$ cat src/design/uer_pkg.sv
package uer_pkg;

    localparam int TIMER_WIDTH = 22;
    localparam int TRIG_WIDTH  = 8;
    localparam int CFG_WIDTH   = TIMER_WIDTH;
    localparam int CFG_IDX_W   = 2;
    localparam int DIST_WIDTH  = 16;

    localparam logic [TIMER_WIDTH-1:0] TIMER_MAX = {TIMER_WIDTH{1'b1}};
    localparam logic [TRIG_WIDTH-1:0]  COUNT_MAX = {TRIG_WIDTH{1'b1}};

    // Register indexes of the configuration port.
    localparam logic [CFG_IDX_W-1:0] REG_TRIG_LOW  = 2'd0;
    localparam logic [CFG_IDX_W-1:0] REG_TRIG_HIGH = 2'd1;
    localparam logic [CFG_IDX_W-1:0] REG_ECHO_TO   = 2'd2;
    localparam logic [CFG_IDX_W-1:0] REG_IDLE_TO   = 2'd3;

    localparam logic [TRIG_WIDTH-1:0]  RST_TRIG_LOW  = 8'd2;
    localparam logic [TRIG_WIDTH-1:0]  RST_TRIG_HIGH = 8'd10;
    localparam logic [TIMER_WIDTH-1:0] RST_ECHO_TO   = 22'd39000;
    localparam logic [TIMER_WIDTH-1:0] RST_IDLE_TO   = 22'd3801000;

    // Distance is width * 17 / 1000. Widths at or above SAT_PULSE give more
    // than the 16-bit maximum. Below it, width * 17 / 8 fits in Y_WIDTH bits
    // and is then divided by 125 with a reciprocal and one correction step.
    localparam int SCALE_NUM   = 17;
    localparam int SCALE_DEN   = 1000;
    localparam int SAT_PULSE   = ((1 << DIST_WIDTH) * SCALE_DEN + SCALE_NUM - 1) / SCALE_NUM;
    localparam int PRE_SHIFT   = 3;
    localparam int DIVISOR     = SCALE_DEN >> PRE_SHIFT;
    localparam int Y_WIDTH     = 23;
    localparam int RECIP_SHIFT = 30;
    localparam int RECIP_W     = 24;
    localparam logic [RECIP_W-1:0] RECIP = RECIP_W'((64'd1 << RECIP_SHIFT) / DIVISOR);
    localparam int PROD_W      = Y_WIDTH + RECIP_W;
    localparam int Q_WIDTH     = PROD_W - RECIP_SHIFT;

    typedef enum logic [3:0] {
        PH_IDLE    = 4'b0001,
        PH_LOW     = 4'b0010,
        PH_HIGH    = 4'b0100,
        PH_MEASURE = 4'b1000
    } t_phase;

    typedef struct packed {
        logic                   trig;
        logic                   done;
        logic                   tout;
        logic                   report;
        logic [TIMER_WIDTH-1:0] width;
    } t_step;

endpackage

$ cat src/design/ultrasonic_echo_ranger_unit.sv
// An accepted word is registered with its step, then passes through the distance stages.
// Throughput: one word per cycle while the output is not stalled; the measurement
// state updates on the accepting edge and the distance divide runs in a three-stage
// pipeline behind it. The whole pipeline holds while the output word is stalled.
// Reset (synchronous, active low) clears the pipeline, returns the sequencer to idle
// and loads the registers with 2, 10, 39000 and 3801000.
module ultrasonic_echo_ranger_unit (
    input  logic                                 i_clk,
    input  logic                                 i_rst_n,
    input  logic                                 i_in_valid,
    output logic                                 o_in_stall,
    input  logic                                 i_tick,
    input  logic                                 i_start_req,
    input  logic                                 i_echo,
    output logic                                 o_out_valid,
    input  logic                                 i_out_stall,
    output logic                                 o_trig,
    output logic                                 o_done_res,
    output logic                                 o_expired,
    output logic [uer_pkg::DIST_WIDTH-1:0]       o_distance_cm,
    input  logic                                 i_cfg_we,
    input  logic [uer_pkg::CFG_IDX_W-1:0]        i_cfg_idx,
    input  logic [uer_pkg::CFG_WIDTH-1:0]        i_cfg_data
);

    logic           adv;
    logic           accept;
    logic           s1_valid;
    uer_pkg::t_step s1_step;

    assign adv        = !(o_out_valid && i_out_stall);
    assign o_in_stall = !adv;
    assign accept     = i_in_valid && adv;

    uer_ctrl u_ctrl (
        .i_clk       (i_clk),
        .i_rst_n     (i_rst_n),
        .i_adv       (adv),
        .i_accept    (accept),
        .i_tick      (i_tick),
        .i_start_req (i_start_req),
        .i_echo      (i_echo),
        .i_cfg_we    (i_cfg_we),
        .i_cfg_idx   (i_cfg_idx),
        .i_cfg_data  (i_cfg_data),
        .o_valid     (s1_valid),
        .o_step      (s1_step)
    );

    uer_dist u_dist (
        .i_clk         (i_clk),
        .i_rst_n       (i_rst_n),
        .i_adv         (adv),
        .i_valid       (s1_valid),
        .i_step        (s1_step),
        .o_valid       (o_out_valid),
        .o_trig        (o_trig),
        .o_done_res    (o_done_res),
        .o_expired     (o_expired),
        .o_distance_cm (o_distance_cm)
    );

endmodule

$ cat src/design/uer_ctrl.sv
module uer_ctrl (
    input  logic                                 i_clk,
    input  logic                                 i_rst_n,
    input  logic                                 i_adv,
    input  logic                                 i_accept,
    input  logic                                 i_tick,
    input  logic                                 i_start_req,
    input  logic                                 i_echo,
    input  logic                                 i_cfg_we,
    input  logic [uer_pkg::CFG_IDX_W-1:0]        i_cfg_idx,
    input  logic [uer_pkg::CFG_WIDTH-1:0]        i_cfg_data,
    output logic                                 o_valid,
    output uer_pkg::t_step                       o_step
);

    logic [uer_pkg::TRIG_WIDTH-1:0]  r_trig_low;
    logic [uer_pkg::TRIG_WIDTH-1:0]  r_trig_high;
    logic [uer_pkg::TIMER_WIDTH-1:0] r_echo_to;
    logic [uer_pkg::TIMER_WIDTH-1:0] r_idle_to;

    uer_pkg::t_phase                 r_phase, n_phase;
    logic [uer_pkg::TRIG_WIDTH-1:0]  r_count, n_count;
    logic [uer_pkg::TIMER_WIDTH-1:0] r_elapsed, n_elapsed;
    logic [uer_pkg::TIMER_WIDTH-1:0] r_pulse, n_pulse;
    logic                            r_seen, n_seen;

    logic                            r_valid;
    uer_pkg::t_step                  r_step;

    logic [uer_pkg::TRIG_WIDTH-1:0]  cnt_inc;
    logic [uer_pkg::TRIG_WIDTH-1:0]  limit;
    logic [uer_pkg::TIMER_WIDTH-1:0] el_inc;
    logic                            sat;
    logic                            done;
    logic                            tout;

    always_ff @(posedge i_clk) begin
        if (!i_rst_n) begin
            r_trig_low  <= uer_pkg::RST_TRIG_LOW;
            r_trig_high <= uer_pkg::RST_TRIG_HIGH;
            r_echo_to   <= uer_pkg::RST_ECHO_TO;
            r_idle_to   <= uer_pkg::RST_IDLE_TO;
        end else if (i_cfg_we) begin
            case (i_cfg_idx)
                uer_pkg::REG_TRIG_LOW:  r_trig_low  <= i_cfg_data[uer_pkg::TRIG_WIDTH-1:0];
                uer_pkg::REG_TRIG_HIGH: r_trig_high <= i_cfg_data[uer_pkg::TRIG_WIDTH-1:0];
                uer_pkg::REG_ECHO_TO:   r_echo_to   <= i_cfg_data[uer_pkg::TIMER_WIDTH-1:0];
                uer_pkg::REG_IDLE_TO:   r_idle_to   <= i_cfg_data[uer_pkg::TIMER_WIDTH-1:0];
                default: ;
            endcase
        end
    end

    always_comb begin
        n_phase   = r_phase;
        n_count   = r_count;
        n_elapsed = r_elapsed;
        n_pulse   = r_pulse;
        n_seen    = r_seen;
        done      = 1'b0;
        tout      = 1'b0;
        cnt_inc   = (r_count == uer_pkg::COUNT_MAX) ? r_count : r_count + 1'b1;
        limit     = (r_phase == uer_pkg::PH_LOW) ? r_trig_low : r_trig_high;
        el_inc    = (r_elapsed == uer_pkg::TIMER_MAX) ? r_elapsed : r_elapsed + 1'b1;
        sat       = (el_inc == uer_pkg::TIMER_MAX);
        if (i_accept) begin
            case (r_phase)
                uer_pkg::PH_IDLE: begin
                    if (i_start_req) begin
                        n_phase = uer_pkg::PH_LOW;
                        n_count = '0;
                    end
                end
                uer_pkg::PH_LOW, uer_pkg::PH_HIGH: begin
                    if (i_tick) begin
                        n_count = cnt_inc;
                        if (cnt_inc >= limit) begin
                            n_count = '0;
                            if (r_phase == uer_pkg::PH_LOW) begin
                                n_phase = uer_pkg::PH_HIGH;
                            end else begin
                                n_phase   = uer_pkg::PH_MEASURE;
                                n_elapsed = '0;
                                n_pulse   = '0;
                                n_seen    = 1'b0;
                            end
                        end
                    end
                end
                uer_pkg::PH_MEASURE: begin
                    if (i_tick) begin
                        n_elapsed = el_inc;
                        if (i_echo) begin
                            if (!r_seen) begin
                                n_seen  = 1'b1;
                                n_pulse = uer_pkg::TIMER_WIDTH'(1);
                                tout    = sat;
                            end else begin
                                if (r_pulse != uer_pkg::TIMER_MAX) begin
                                    n_pulse = r_pulse + 1'b1;
                                end
                                tout = sat || (el_inc >= r_echo_to);
                            end
                        end else begin
                            if (sat || (el_inc >= r_idle_to)) begin
                                tout = 1'b1;
                            end else if (r_seen) begin
                                done = 1'b1;
                            end
                        end
                        if (tout) begin
                            done = 1'b1;
                        end
                        if (done) begin
                            n_phase = uer_pkg::PH_IDLE;
                            n_count = '0;
                            n_seen  = 1'b0;
                        end
                    end
                end
                default: n_phase = uer_pkg::PH_IDLE;
            endcase
        end
    end

    always_ff @(posedge i_clk) begin
        if (!i_rst_n) begin
            r_phase   <= uer_pkg::PH_IDLE;
            r_count   <= '0;
            r_elapsed <= '0;
            r_pulse   <= '0;
            r_seen    <= 1'b0;
            r_valid   <= 1'b0;
        end else begin
            r_phase   <= n_phase;
            r_count   <= n_count;
            r_elapsed <= n_elapsed;
            r_pulse   <= n_pulse;
            r_seen    <= n_seen;
            if (i_adv) begin
                r_valid <= i_accept;
            end
        end
    end

    // The pulse width only matters on a clean finish, where the echo was low
    // and the width did not change on this word.
    always_ff @(posedge i_clk) begin
        if (i_accept) begin
            r_step.trig   <= (n_phase == uer_pkg::PH_HIGH);
            r_step.done   <= done;
            r_step.tout   <= tout;
            r_step.report <= done && !tout;
            r_step.width  <= r_pulse;
        end
    end

    assign o_valid = r_valid;
    assign o_step  = r_step;

endmodule

$ cat src/design/uer_dist.sv
module uer_dist (
    input  logic                             i_clk,
    input  logic                             i_rst_n,
    input  logic                             i_adv,
    input  logic                             i_valid,
    input  uer_pkg::t_step                   i_step,
    output logic                             o_valid,
    output logic                             o_trig,
    output logic                             o_done_res,
    output logic                             o_expired,
    output logic [uer_pkg::DIST_WIDTH-1:0]   o_distance_cm
);

    localparam int SCALED_W = uer_pkg::TIMER_WIDTH + 5;

    typedef struct packed {
        logic trig;
        logic done;
        logic tout;
        logic report;
        logic sat;
    } t_flags;

    logic                             r_v2, r_v3, r_v4;
    t_flags                           r_f2, r_f3;
    logic [uer_pkg::Y_WIDTH-1:0]      r_y2, r_y3;
    logic [uer_pkg::Q_WIDTH-1:0]      r_q3;
    logic                             r_trig4, r_done4, r_tout4;
    logic [uer_pkg::DIST_WIDTH-1:0]   r_dist4;

    logic [SCALED_W-1:0]              scaled;
    logic [uer_pkg::PROD_W-1:0]       prod;
    logic [uer_pkg::Q_WIDTH+6:0]      qmul;
    logic [uer_pkg::Y_WIDTH-1:0]      rem;
    logic [uer_pkg::Q_WIDTH-1:0]      quot;
    t_flags                           f1;

    // Width times 17 as a shift and add, then the divide by 8 of the 1000.
    assign scaled = (SCALED_W'(i_step.width) << 4) + SCALED_W'(i_step.width);

    always_comb begin
        f1.trig   = i_step.trig;
        f1.done   = i_step.done;
        f1.tout   = i_step.tout;
        f1.report = i_step.report;
        f1.sat    = (32'(i_step.width) >= uer_pkg::SAT_PULSE);
    end

    assign prod = uer_pkg::PROD_W'(r_y2) * uer_pkg::PROD_W'(uer_pkg::RECIP);

    // The reciprocal estimate is exact or one short; one remainder check
    // puts it right.
    assign qmul = (uer_pkg::Q_WIDTH+7)'(r_q3) * (uer_pkg::Q_WIDTH+7)'(uer_pkg::DIVISOR);
    assign rem  = r_y3 - qmul[uer_pkg::Y_WIDTH-1:0];
    assign quot = (32'(rem) >= uer_pkg::DIVISOR) ? r_q3 + 1'b1 : r_q3;

    always_ff @(posedge i_clk) begin
        if (!i_rst_n) begin
            r_v2 <= 1'b0;
            r_v3 <= 1'b0;
            r_v4 <= 1'b0;
        end else if (i_adv) begin
            r_v2 <= i_valid;
            r_v3 <= r_v2;
            r_v4 <= r_v3;
        end
    end

    always_ff @(posedge i_clk) begin
        if (i_adv) begin
            r_f2    <= f1;
            r_y2    <= scaled[uer_pkg::PRE_SHIFT +: uer_pkg::Y_WIDTH];
            r_f3    <= r_f2;
            r_y3    <= r_y2;
            r_q3    <= prod[uer_pkg::PROD_W-1:uer_pkg::RECIP_SHIFT];
            r_trig4 <= r_f3.trig;
            r_done4 <= r_f3.done;
            r_tout4 <= r_f3.tout;
            if (!r_f3.report) begin
                r_dist4 <= '0;
            end else if (r_f3.sat) begin
                r_dist4 <= '1;
            end else begin
                r_dist4 <= quot[uer_pkg::DIST_WIDTH-1:0];
            end
        end
    end

    assign o_valid       = r_v4;
    assign o_trig        = r_trig4;
    assign o_done_res    = r_done4;
    assign o_expired     = r_tout4;
    assign o_distance_cm = r_dist4;

endmodule

$ cat config.mk
export PLATFORM = sky130hd
export DESIGN_NAME = ultrasonic_echo_ranger_unit
export DESIGN_NICKNAME = d
export VERILOG_FILES = /design/src/design/uer_pkg.sv /design/src/design/ultrasonic_echo_ranger_unit.sv /design/src/design/uer_ctrl.sv /design/src/design/uer_dist.sv
export SDC_FILE = /design/constraint.sdc
export NUM_CORES = 1
export LEC_CHECK = 0
export BUFFER_PORTS_ARGS = -buffer_cell sky130_fd_sc_hd__buf_2
export CORE_MARGIN = 2
export CORE_UTILIZATION = 60
export CTS_BUF_LIST = sky130_fd_sc_hd__clkbuf_4 sky130_fd_sc_hd__clkbuf_8
export DETAILED_ROUTE_END_ITERATION = 10
export GPL_ROUTABILITY_DRIVEN = 0
export MAX_ROUTING_LAYER = met4
export PLACE_DENSITY = 0.81
export SLEW_MARGIN = 10
export SYNTH_ARGS = -nofsm -noshare
export SYNTH_HDL_FRONTEND = slang
export SYNTH_HIERARCHICAL = 1
export SYNTH_SLANG_ARGS = --single-unit
$ cat constraint.sdc
create_clock -name i_clk -period 5.73 [get_ports i_clk]
set_input_delay 0 -clock i_clk [delete_from_list [all_inputs] [get_ports i_clk]]
set_output_delay 0 -clock i_clk [all_outputs]
set_load 0.005 [all_outputs]
==> Yosys cells after proc, flatten, opt, wreduce, memory -nomap -nowiden <==
Index checks and enable logic that the tools add are counted.
{ "classes": {"addsub": 6, "n_mul": 2, "n_div": 0, "order_cmp": 5, "n_eq_ne": 21, "shift": 0, "n_mux": 55, "bitwise_logic": 0, "reduce_logical": 19} }
{ "op_table": {"columns": ["op", "count"], "rows": [
  ["2-to-1 mux 22 bit", 9],
  ["case mux 22 bit (2 select lines)", 2],
  ["2-to-1 mux 8 bit", 7],
  ["multiplier 23 x 23 -> 46 bit, second input constant", 1],
  ["adder 22 x 1 -> 22 bit, second input constant", 2],
  ["== test 22 bit, second input constant", 2],
  ["greater-or-equal comparator 22 bit", 2],
  ["2-to-1 mux 16 bit", 2],
  ["2-to-1 mux 4 bit", 7],
  ["adder 26 x 22 -> 26 bit", 1],
  ["2-to-1 mux 1 bit", 25],
  ["case mux 8 bit (3 select lines)", 1],
  ["greater-or-equal comparator 23 x 7 -> 1 bit, second input constant", 1],
  ["multiplier 17 x 7 -> 23 bit, second input constant", 1],
  ["subtractor 23 bit", 1],
  ["greater-or-equal comparator 22 bit, second input constant", 1],
  ["inequality test 22 bit, second input constant", 1],
  ["adder 16 x 1 -> 16 bit, second input constant", 1],
  ["case mux 4 bit (3 select lines)", 1],
  ["AND reduction 6 bit", 2],
  ["inequality test 2 bit, second input constant", 5],
  ["adder 8 x 1 -> 8 bit, second input constant", 1],
  ["== test 4 x 3 -> 1 bit, second input constant", 2],
  ["== test 8 bit, second input constant", 1],
  ["other kinds (20)", 29]
]} }
{ "word_totals": {"reg_bits": 239, "latch_bits": 0, "mem_bits_rw": 0, "mem_bits_ro": 0, "in_bits": 32, "output_inout_bits": 21, "elab_cells": 143, "n_memories": 0} }

==> Depth between registers and ports, before layout <==
{ "depth": {"depth_word": 18, "mapped_depth": 24} }

==> Cells and area by module <==
The synthesis kept the hierarchy.
{ "modules_own_cells": {"columns": ["module", "instances", "cells_each", "area_each_um2", "seq_area_each_um2"], "rows": [
  ["uer_dist", 1, 1607, 16427.0, 2822.7],
  ["uer_ctrl", 1, 917, 7911.3, 3143.0],
  ["ultrasonic_echo_ranger_unit", 1, 3, 17.5, 0.0]
]} }

==> Worst setup path before layout <==
Ideal clock, no wire load.
{ "synth_timing": {"path_kind": "register to register", "startpoint": "reg u_dist/r_y2[16] (netlist bit)", "endpoint": "reg u_dist/r_q3[16] (netlist bit), data pin", "t_arrival_ns": 5.630, "setup_slack_ns": -0.164, "stages_incl_launch_ff": 24, "n_path_buf": 0, "period_less_slack_ns": 5.894, "cell_sequence": "edfxtp_1 > ha_1 > inv_1 > fa_1 > inv_1 > ha_1 > inv_1 > fa_1 > inv_1 > fa_1 > inv_1 > fa_1 > inv_1 > fa_1 > ha_1 > o21a_1 > o21a_1 > o21a_1 > o21ai_0 > o22a_1 > nand4_1 > and2_1 > and4_1 > o31a_1"} }
{ "synth_via": {"elab_chain_len": 1} }
{ "synth_rtl": {"columns": ["item", "line_no", "text"], "rows": [
  ["from (decl)", "uer_dist.sv:26", "logic [uer_pkg::Y_WIDTH-1:0] r_y2, r_y3;"],
  ["from (signal assigned)", "uer_dist.sv:72", "r_y2 <= scaled[uer_pkg::PRE_SHIFT +: uer_pkg::Y_WIDTH];"],
  ["multiplier 23 x 23 -> 46 bit", "uer_dist.sv:49", "assign prod = uer_pkg::PROD_W'(r_y2) * uer_pkg::PROD_W'(uer_pkg::RECIP);"],
  ["named net u_dist.prod (one bit)", "uer_dist.sv:32", "logic [uer_pkg::PROD_W-1:0] prod;"],
  ["to (signal assigned)", "uer_dist.sv:75", "r_q3 <= prod[uer_pkg::PROD_W-1:uer_pkg::RECIP_SHIFT];"],
  ["to (decl)", "uer_dist.sv:27", "logic [uer_pkg::Q_WIDTH-1:0] r_q3;"]
]} }
The timed path passes the listed nets, and every way through them passes these cells.
A chain may end at the register's enable or synchronous reset.

==> Worst setup path after layout <==
{ "layout_timing": {"startpoint": "reg u_dist/r_y2[10] (netlist bit)", "endpoint": "reg u_dist/r_q3[11] (netlist bit), data pin"} }
The elaborated chain is that of the path after synthesis.

==> summary by stage <==
Run status
The flow ran to the end, but the final reports show violations. The checks that failed: negative setup slack.

Worst setup path
The maximum fanout encountered on the critical timing path is 4. Data arrives at the worst endpoint at between 6 and 7 ns. For the worst setup path, the data required time is 6.08 ns. The worst setup path is launched from a register. The endpoint class of the critical path is a register.

The critical path class is reg2reg. Counting cells, the worst reg-to-reg path comes to 21.

Clocking
After clock tree synthesis, the clock-pin slew on the worst setup and hold paths is 0.08 ns. The number of H-tree levels is 2. At the later pin of the worst-skew pair, clock insertion delay measures between 0.6 and 0.7 ns.

The clock tree from TritonCTS is done. For this design, the sink count on the clock tree is 239. The CTS buffer count is 42. The longest clock path from root to sink contains 3 buffers. The cell at the root of the clock tree is sky130_fd_sc_hd__clkbuf_8.

Synthesis
The async set-or-reset flop fraction in the synthesized netlist is 0%. Summed over its instances, the top area cell type makes up 20.3% of the synthesized netlist area. The synthesized netlist devotes 11.3% of its cell area to compound gates. Of the total synthesized cell area, the portion taken by XOR and XNOR cells is 2.79%. The adder-cell area share of the yosys netlist is approximately two fifths. The number of different library cells in the post-synthesis netlist is 93.

The synthesized instance count is 2527. The commonest cells after synthesis are 533 x sky130_fd_sc_hd__inv_1, 396 x sky130_fd_sc_hd__ha_1, 225 x sky130_fd_sc_hd__fa_1. The register bit total from synthesis is roughly 240. Sequential cells were found to cover between 20% and 30% of the synthesized design area.

After synthesis, the cell types taking the most area are sky130_fd_sc_hd__ha_1 20%, sky130_fd_sc_hd__fa_1 18%, sky130_fd_sc_hd__edfxtp_1 15%, sky130_fd_sc_hd__dfxtp_1 9.9%, sky130_fd_sc_hd__inv_1 8.2%. Averaged over all synthesized cells, the footprint is 9.64 µm². In the synthesized netlist the dominant register cell turns out to be sky130_fd_sc_hd__dfxtp_1.

The synthesized design contains around 120 enable-type register cells. By area, the combinational part of the netlist is dominated by adder cells. After synthesis, the share of cell area in mux cells is 1.46%.

Among all cell types in the netlist, the one instantiated most often is sky130_fd_sc_hd__inv_1. Of the total synthesized cell area, the portion taken by AND, OR, NAND and NOR gates is 11.7%. For this run, the number of Yosys warnings is 6. The post-synthesis cell area is 24400 µm². The synthesized net count is 3180. The library cell occupying the most area in the post-synthesis netlist is sky130_fd_sc_hd__ha_1.

Timing
The final worst clock skew is 0.0456 ns. The number of setup violations in the final report is 33. The minimum period implied by the final worst setup slack is 6.22 ns. The total count of max-transition violations in the final report is 0. Across all setup checks in the final design, the least slack found is -0.490 ns. The transition time at the pin with the least slew margin is 1.11 ns. Setup repair after global routing could not meet its margin everywhere.

The share of the clock period used by the worst path is 109%. The achievable frequency is approximately 0.16 GHz. Headroom to the max-slew limit came out at around a quarter. The hold violation total from the final report is 0.

Hold path
The kind of path behind the tightest hold check is in2reg. The cell count of the worst hold path is 5.

Die
For this configuration, the core starts out at a cell density of about three fifths. The die covers 42200 µm². The die extent in y is 205 µm. The die is around 210 µm wide. The number of standard-cell rows in the floorplan is 73.

The total core area is roughly 40000 µm². The total I/O pin count is 53.

Flow run
The count of max-cap constraint violations is 0.

Route
Once detail routing completed, the nets flagged for antenna violations numbered 0. The detailed router finished its first iteration with 1800 violations. After detailed routing, the average wire length per cell comes to 21.5 µm.

The overall routed net length is 72600 µm. The first detailed-routing pass took 7 iterations. Summing over every cut layer, the via total after detailed routing is 20531. The average via count per standard cell is 6.08. The DRC violation count after routing is 0.

Place
The post-DP HPWL is 46100 µm. The number of input and output port buffers inserted is 52.

Final layout
The final-stage net count is 3473. Of the cells placed in the final design, the portion with a size suffix greater than 1 is a little over a fifth. Compared with the post-synthesis result, the final layout area differs by 20.4%. For this run, the share of the core covered by cells in the final layout is about three quarters.

Fill cells in the final layout number between 2000 and 2500.

GRT
The total congestion overflow is 0. The maximum number of pins on one net before global-route repair is 73. The first global-routing pass estimated about 100000 µm of wire. The initial antenna violation count came to 1. The global-route usage over all layers is about a third. The number of global-route vias before repair is 20962.
-- layer usage --
layer	global-route usage, %	routed length (µm)	up-vias
li1	-	-	9059
met4	15.5	5050	0
met1	35.4	26200	9925
met5	-	0	-
met2	55.7	36300	1140
met3	4.50	5120	407
-- registers in the layout, indices dropped and copies added (netlist names) --
register / count
u_ctrl/o_step: 26
u_ctrl/o_valid: 1
u_ctrl/r_count: 8
u_ctrl/r_echo_to: 22
u_ctrl/r_elapsed: 22
u_ctrl/r_idle_to: 22
u_ctrl/r_phase: 4
u_ctrl/r_pulse: 22
u_ctrl/r_seen: 1
u_ctrl/r_trig_high: 8
u_ctrl/r_trig_low: 8
u_dist/o_distance_cm: 16
u_dist/o_done_res: 1
u_dist/o_expired: 1
u_dist/o_trig: 1
u_dist/o_valid: 1
u_dist/r_f2: 5
u_dist/r_f3: 5
u_dist/r_q3: 17
u_dist/r_v2: 1
u_dist/r_v3: 1
u_dist/r_y2: 23
u_dist/r_y3: 23
-- repair_timing --
item | 4_1_cts | 5_1_grt
buffers inserted | 21 | 33
setup endpoints to repair | 31 | 33
resized for setup | 107 | 173
hold buffers | 37 | 0
pin swaps | 84 | 124
hold endpoints to repair | 84 | 0
gates cloned | 0 | 0
-- cells by family (layout without fill, tap and decap cells) --
kind of cell | Yosys count | in the layout
compound gates | 399 | 399
simple gates | 564 | 564
xor+xnor | 76 | 76
buf+inv | 593 | 916
flops | 239 | 239
other cells | 0 | 1
fa+ha+maj | 621 | 621
mux | 35 | 35
-- layout make-up --
cell class | instances | area (µm²) | area share (%)
tap | 525 | 657 | 2.24
clock inverter | 15 | 128 | 0.435
clock buffer | 59 | 743 | 2.53
timing repair buffer | 308 | 2400 | 8.18
sequential | 239 | 5970 | 20.3
antenna | 1 | 2.50 | 0.00853
inverter | 534 | 2010 | 6.84
multi-input combinational | 1695 | 17400 | 59.4
-- layout by cell type, fill, tap and decap left out, types with 20 or more instances in the layout --
cell,instances
sky130_fd_sc_hd__dfxtp_1,121
sky130_fd_sc_hd__buf_2,52
sky130_fd_sc_hd__nand2b_1,20
sky130_fd_sc_hd__nand2_1,173
sky130_fd_sc_hd__xnor2_1,54
sky130_fd_sc_hd__inv_2,52
sky130_fd_sc_hd__buf_4,188
sky130_fd_sc_hd__mux2i_1,28
sky130_fd_sc_hd__buf_6,29
sky130_fd_sc_hd__o21a_1,20
sky130_fd_sc_hd__ha_1,346
sky130_fd_sc_hd__o211ai_1,27
sky130_fd_sc_hd__inv_1,481
sky130_fd_sc_hd__ha_4,40
sky130_fd_sc_hd__nor3_1,36
sky130_fd_sc_hd__o21ai_0,41
sky130_fd_sc_hd__nor2_1,126
sky130_fd_sc_hd__fa_1,213
sky130_fd_sc_hd__nand4_1,28
sky130_fd_sc_hd__nand3_1,39
sky130_fd_sc_hd__a21o_1,36
sky130_fd_sc_hd__dlygate4sd3_1,37
sky130_fd_sc_hd__a21oi_1,102
sky130_fd_sc_hd__clkbuf_8,48
sky130_fd_sc_hd__edfxtp_1,118
-- path summary, 6_finish.rpt --
path / from / to / slack [ns]
worst max-delay path: u_dist/r_y2[10] / u_dist/r_q3[11] / -0.49
worst min-delay path: i_cfg_we / u_ctrl/r_trig_low[1] / 0.05
worst max register to register: u_dist/r_y2[10] / u_dist/r_q3[11] / -0.49
worst min register to register: u_dist/r_f2[4] / u_dist/r_f3[4] / 0.42
-- worst max-delay path: stages, from the launching register on --
cell and delay (ns):
sky130_fd_sc_hd__edfxtp_1 0.55, sky130_fd_sc_hd__ha_1 0.39, sky130_fd_sc_hd__ha_1 0.18, sky130_fd_sc_hd__inv_1 0.07, sky130_fd_sc_hd__fa_1 0.56, sky130_fd_sc_hd__inv_1 0.12
sky130_fd_sc_hd__fa_1 0.56, sky130_fd_sc_hd__inv_1 0.09, sky130_fd_sc_hd__fa_1 0.50, sky130_fd_sc_hd__inv_1 0.06, sky130_fd_sc_hd__fa_1 0.52, sky130_fd_sc_hd__fa_1 0.42
sky130_fd_sc_hd__ha_1 0.32, sky130_fd_sc_hd__nand4_1 0.17, sky130_fd_sc_hd__nor4_4 0.23, sky130_fd_sc_hd__o211ai_1 0.16, sky130_fd_sc_hd__a31o_4 0.26, sky130_fd_sc_hd__and3b_2 0.24
sky130_fd_sc_hd__a21oi_2 0.16, sky130_fd_sc_hd__a21o_1 0.20, sky130_fd_sc_hd__a21oi_2 0.08, sky130_fd_sc_hd__xnor2_1 0.13
-- stage by stage --
stage               cells  worst slack [ns]  setup TNS, ns  area [µm²]  hold WS (ns)
floorplan            2527           0.00827              0       24400        0.0997
finish               3376            -0.490          -8.68       29300        0.0494
global placement     3213            -0.252          -3.93       26300         0.241
detailed placement   3213            -0.444          -8.92       26300         0.249
global route         3376            -0.633         -13.70       29300        0.0590
CTS                  3344            -0.188         -0.990       28200        0.0174
Power is left out: the tool's default activity adds up to more than one toggle a clock period on the data nets, which glitch-free logic cannot reach.
